$ cat config.mk
export PLATFORM = sky130hd
export DESIGN_NAME = cts_mul
export DESIGN_NICKNAME = d
export VERILOG_FILES = /design/src/rtl/core/cts_pkg.sv /design/src/rtl/core/cts_mul.sv
export SDC_FILE = /design/constraint.sdc
export NUM_CORES = 1
export LEC_CHECK = 0
export ABC_AREA = 1
export BUFFER_PORTS_ARGS = -buffer_cell sky130_fd_sc_hd__buf_2
export CORE_MARGIN = 8
export CORE_UTILIZATION = 45
export CTS_CLUSTER_DIAMETER = 50
export DETAILED_ROUTE_END_ITERATION = 8
export PLACE_DENSITY = 0.65
export SYNTH_ARGS = -nofsm -noshare
export SYNTH_HDL_FRONTEND = slang
export SYNTH_SLANG_ARGS = --single-unit
export TNS_END_PERCENT = 20
$ cat constraint.sdc
create_clock -name clk -period 16 [get_ports clk]
set_input_delay 3.2 -clock clk [delete_from_list [all_inputs] [get_ports clk]]
set_output_delay 3.2 -clock clk [all_outputs]
set_load 0.01 [all_outputs]
$ cat src/rtl/core/cts_pkg.sv
// Package for the CAN traffic statistics block: request codes, default sizes,
// fixed-point load constants and the multiplier status type.
// No dependencies.
package cts_pkg;

  localparam int ID_ENTRIES_DEF  = 2048;
  localparam int RATE_WINDOW_DEF = 10;
  localparam int MUL_W           = 64;

  localparam logic [1:0] REQ_FRAME = 2'd0;
  localparam logic [1:0] REQ_TICK  = 2'd1;
  localparam logic [1:0] REQ_CLEAR = 2'd2;

  localparam logic [3:0] SIGMA_RESET = 4'd3;

  // load = floor(delta * 32 / 125) for delta below the clamp point,
  // done as (delta * 32 * LOAD_RECIP) >> LOAD_SHIFT
  localparam logic [17:0] LOAD_RECIP       = 18'd134218;
  localparam int          LOAD_SHIFT       = 24;
  localparam logic [31:0] LOAD_CLAMP_DELTA = 32'd3907;
  localparam logic [9:0]  LOAD_MAX         = 10'd1000;

  localparam logic [6:0] PCT_SCALE = 7'd100;

  typedef struct packed {
    logic busy;
    logic done;
  } mul_stat_t;

endpackage

$ cat src/rtl/core/cts_mul.sv
// Shift-add multiplier shared by all statistics arithmetic, one operand bit per cycle.
// Depends on cts_pkg (mul_stat_t, MUL_W).
module cts_mul #(
  parameter int WIDTH = cts_pkg::MUL_W
) (
  input  logic                clk,
  input  logic                rst,
  input  logic                start,
  input  logic [WIDTH-1:0]    op_a,
  input  logic [WIDTH-1:0]    op_b,
  output logic [WIDTH-1:0]    product,
  output cts_pkg::mul_stat_t  stat
);

  logic [WIDTH-1:0] mcand;
  logic [WIDTH-1:0] mplier;
  logic             busy;
  logic             done;

  always_ff @(posedge clk) begin
    if (rst) begin
      busy <= 1'b0;
      done <= 1'b0;
    end else begin
      done <= 1'b0;
      if (start) begin
        busy    <= 1'b1;
        product <= '0;
        mcand   <= op_a;
        mplier  <= op_b;
      end else if (busy) begin
        if (mplier == '0) begin
          busy <= 1'b0;
          done <= 1'b1;
        end else begin
          if (mplier[0]) begin
            product <= product + mcand;
          end
          mcand  <= mcand << 1;
          mplier <= mplier >> 1;
        end
      end
    end
  end

  assign stat.busy = busy;
  assign stat.done = done;

endmodule
=== Word-level counts from Yosys, hierarchy flattened ===
Index checks and enable logic that the tools add are counted.

* Bits in registers: 194
* Input port bits: 131
* Output and inout port bits: 66
* Logic and storage cells: 28

* Add/subtract/negate cells: 1
* Equal/unequal tests: 1
* Mux-type cells: 13
* Bitwise logic cells: 2
* Reduce and logical (&&, ||, !) cells: 6

{| class="wikitable"
|+ Operators with widths
! cell !! count
|-
| 2-to-1 mux 64 bit || 9
|-
| adder 64 bit || 1
|-
| zero test 64 bit || 1
|-
| 2-to-1 mux 1 bit || 4
|-
| AND reduction 4 bit || 1
|-
| nonzero test 2 bit || 2
|-
| AND reduction 3 bit || 1
|-
| OR reduction 3 bit || 1
|-
| inequality test 2 bit, second input constant || 1
|-
| inverter 1 bit || 2
|}

=== Depth between registers and ports, before layout ===
* Word-level depth: 4
* Depth in mapped cells: 15
* Gate-level depth less buffers: 15

=== Least setup slack after synthesis ===
Ideal clock, no wire load.

* Path kind: in2reg
* Start point: input port start
* End point: register mcand[0] (enable)
* Library setup time: 617 ps
* Arrival: 9087 ps
* Data required time: 15383 ps
* Setup slack: 6296 ps
* Stages on the path: 4
* Path buffers: 2
* Path through: clkbuf_1 buf_2 o21bai_1 nor2_1

* Word-level cells in the longest chain between the ends: 2
* Elaborated cells between the ends (all ways): 3
* Classes of those cells: eq/ne (1); reduce/logical (2)

{| class="wikitable"
|+ Ends and longest elaborated chain
! item !! RTL line !! source
|-
| from (decl) || cts_mul.sv:8 || <nowiki>input logic start,</nowiki>
|-
| inequality test 2 bit (no source line) / nonzero test 2 bit (equally long branches) || -- ||
|-
| AND reduction 3 bit (no source line) * || -- ||
|-
| to (signal assigned) || cts_mul.sv:29 || <nowiki>mcand <= op_a;</nowiki>
|-
| to (signal assigned) || cts_mul.sv:39 || <nowiki>mcand <= mcand << 1;</nowiki>
|-
| to (decl) || cts_mul.sv:15 || <nowiki>logic [WIDTH-1:0] mcand;</nowiki>
|}

Mark *: on every way between the ends. The rest lies on a longest branch, timed or not.
A chain may end at the register's enable or synchronous reset.

=== Final worst setup path ===
* Start point: input port start
* End point: register mcand[33] (enable)

Same word-level chain as after synthesis.

==> flow_metrics.py <==
metrics = {
    "synth": {
        "synth_warnings": 0,
        "synth_area_sq_mm": 0.01379,
        "synth_area_leaders": "edfxtp_1, nand2_1, inv_1",
        "synth-edff-count": 192,
        "yosys-top-cells-count": "nand2_1, inv_1, edfxtp_1",
        "yosysMostFrequentCell": "nand2_1",
        "yosysSeqAreaShare_pct": 42.10,
        "ys_types": 28,
        "syn_nets": 2186,
        "synth.top_cell.area_share_pct": 41.81,
        "synthArstFlopShare_pct": 0,
        "synthFlopType": "edfxtp_1",
        "yosysTopAreaCell": "edfxtp_1",
        "synth_cells": 1991,
        "avgSynthCellArea_sq_um": 6.926,
        "ys_seq_elements": 194,
    },
    "global_routing": {
        "gr-total-overflow": 0,
        "grtUsageMet2_pct": 35.23,
        "track_usage_pct": 22.61,
        "use_met3_pct": 5.746,
        "grt_pass1_vias": 12270,
        "grt_antenna_before_repair": 0,
        "grt_first_pass_wirelength_um": 64840,
        "grt-busiest-layer": "met2",
        "grt_start_max_net_pins": 107,
        "met1_usage_pct": 30.38,
    },
    "clock_network": {
        "post_cts_resized": 0,
        "root_buffer": "clkbuf_16",
        "cts_hold_buf": 0,
        "clock_path_buffers": 2,
        "postCtsSetupRepairBufs": 0,
        "path_clk_slew_ns": 0.09,
        "clock-sinks": 194,
        "cts_buffers": 17,
        "cts_tree": "done",
        "cts_max_level": 4,
        "clk-insertion-delay-late_ns": 0.47,
    },
    "setup_path": {
        "cp_max_fo": 67,
        "critPathCaptureType": "flop",
        "path_class": "in -> reg",
        "cp-start-kind": "primary input",
        "required_ns": 16.09,
        "arrival_ns": 6.08,
    },
    "sta": {
        "rsz0062_at_grt": "false",
        "max_freq_mhz": 167.0,
        "hold_ws_ns": 0.4869,
        "finalCritPeriodShare_pct": 37.43,
        "setup_viol": 0,
        "slew_headroom_pct": 34.68,
        "setup_tns_ns": 0,
        "skew_ns": 0.01427,
        "hold_viol_final": 0,
        "post-route-min-period_ns": 5.989,
        "worst_pin_slew_ns": 0.9798,
        "slew_viol_final": 0,
    },
    "floorplanning": {
        "die_y_um": 191.1,
        "ioPinCount": 197,
        "start_util_pct": 45.44,
        "die_w_um": 191.1,
        "die-area_sq_mm": 0.03650,
        "rows": 64,
        "core_area_sq_mm": 0.03035,
    },
    "power_and_ir_drop": {
        "switching_share_pct": 34.88,
        "p_int_mw": 0.9453,
        "seqPwrFrac_pct": 43.3,
        "pwr-share-clk_pct": 30.6,
        "switchingPower_mw": 0.5062,
        "p_per_area_mw_per_mm2": 92.08,
        "p_leak_nw": 8.430,
        "ir_drop_v": 0.00007849,
        "comb_power_share_pct": 26.1,
    },
    "min_path": {
        "holdCritPathClass": "reg -> reg",
    },
    "routing": {
        "drtIter0Drc": 878,
        "wl_per_cell_um": 15.81,
        "num_vias": 12560,
        "drc": 0,
        "drtAntennaViolNets": 0,
        "drt_wl_total_um": 40840,
        "avgViaCountPerCell": 4.861,
        "dr.pass1.iters": 5,
    },
    "place": {
        "finalWeightedCongestion": 0.9678,
        "portBuffers": 196,
        "hpwl_um": 32360,
    },
    "final_layout": {
        "antennaDiodeCount": 0,
        "fillers": 3094,
        "nNetsFinal": 2369,
        "syn_to_final_growth_pct": 14.32,
        "drive_gt1_share_pct": 13.85,
        "area.sequential_sq_mm": 0.005806,
        "multi_input_area_sq_mm": 0.006511,
    },
    "job": {
        "drv_cap": 0,
    },
    "outcome": {
        "status": "finished clean",
    },
}
logic make-up (layout without fill, tap and decap cells):
logic type                 Yosys count  in the layout  share of synthesized area [%]
AOI/OAI and AO/OA                  168            168                          6.306
xor gates and xnor gates             1              1                        0.06353
adders and majority gates           64             64                          5.862
buffers and inverters              392            588                          10.79
DFF                                194            194                          42.10
and+or+nand+nor                   1172           1172                          34.88
sequential cells by signal, indices dropped and copies added (netlist names):
| register | flops |
|---|---|
| product | 64 |
| busy | 1 |
| done | 1 |
| mcand | 64 |
| mplier | 64 |
area by class of cell:
class                           instances  share of cell area [%]
Multi-Input combinational cell       1405                   41.30
Tap cell                              396                   3.143
Sequential cell                       194                   36.83
Clock buffer                           18                   2.786
Clock inverter                         14                  0.9921
Timing Repair Buffer                  201                   6.477
Inverter                              355                   8.469
path summary, 6_finish.rpt:
kind / slack, ns / depth (start not counted) / startpoint / to
min: 0.49 / 2 / busy / done
min reg2reg: 0.49 / 2 / busy / done
max reg2reg: 12.57 / 10 / mplier[50] / mcand[33]
max: 10.01 / 5 / start / mcand[33]
worst max-delay path: stages:
cell,delay [ns]
buf_4,0.46
o21bai_1,0.31
nor2_4,0.68
buf_4,0.55
buf_4,0.77
power groups by stage:
stage | sequential, mW | clock (mW) | combinational (mW)
finish | 0.629 | 0.444 | 0.378
global placement | 0.641 | 0 | 0.372
CTS | 0.630 | 0.451 | 0.380
floorplan | 0.644 | 0 | 0.253
detailed placement | 0.641 | 0 | 0.377
global route | 0.634 | 0.469 | 0.431
cell usage in the layout (no fill, tap or decap):
| master | count |
|---|---|
| inv_2 | 3 |
| nor4_1 | 12 |
| and3_1 | 5 |
| clkinv_4 | 3 |
| o21ai_0 | 64 |
| nand2_1 | 866 |
| and2_1 | 7 |
| clkbuf_16 | 17 |
| dfxtp_1 | 2 |
| buf_2 | 195 |
| inv_6 | 2 |
| nor2_4 | 5 |
| or2_0 | 1 |
| edfxtp_1 | 192 |
| fa_1 | 1 |
| clkbuf_8 | 1 |
| nor2_2 | 21 |
| clkinv_1 | 5 |
| a21oi_1 | 94 |
| inv_4 | 1 |
| nor3_1 | 13 |
| nand3_1 | 59 |
| nand4_1 | 21 |
| ha_1 | 63 |
| o21bai_1 | 7 |
| inv_1 | 346 |
| xnor2_1 | 1 |
| inv_8 | 5 |
| nor2_1 | 125 |
| nand2_2 | 27 |
| buf_4 | 6 |
| inv_12 | 1 |
| a21oi_2 | 3 |
| nand3_2 | 10 |
| clkinvlp_4 | 1 |
| clkinv_8 | 2 |
metal layers:
layer / wire length (um) / share of wire (%)
met1: 18980 / 46
met2: 17780 / 44
met3: 2958 / 7.2
met4: 1109 / 2.7
met5: 0 / 0
stage by stage:
stage | instances | util (%) | instance area [sq um] | setup WS [ns] | power (mW)
final | 2583 | 51.94 | 15760 | 10.01 | 1.452
after global routing | 2583 | 51.94 | 15760 | 9.784 | 1.533
after CTS | 2583 | 51.94 | 15760 | 10.00 | 1.461
after detailed placement | 2551 | 49.98 | 15170 | 9.502 | 1.018
after global placement | 2551 | 49.98 | 15170 | 9.615 | 1.012
after floorplan | 1991 | - | 13790 | 6.296 | 0.8972
Note: power is estimated with default switching activity, not from simulation.
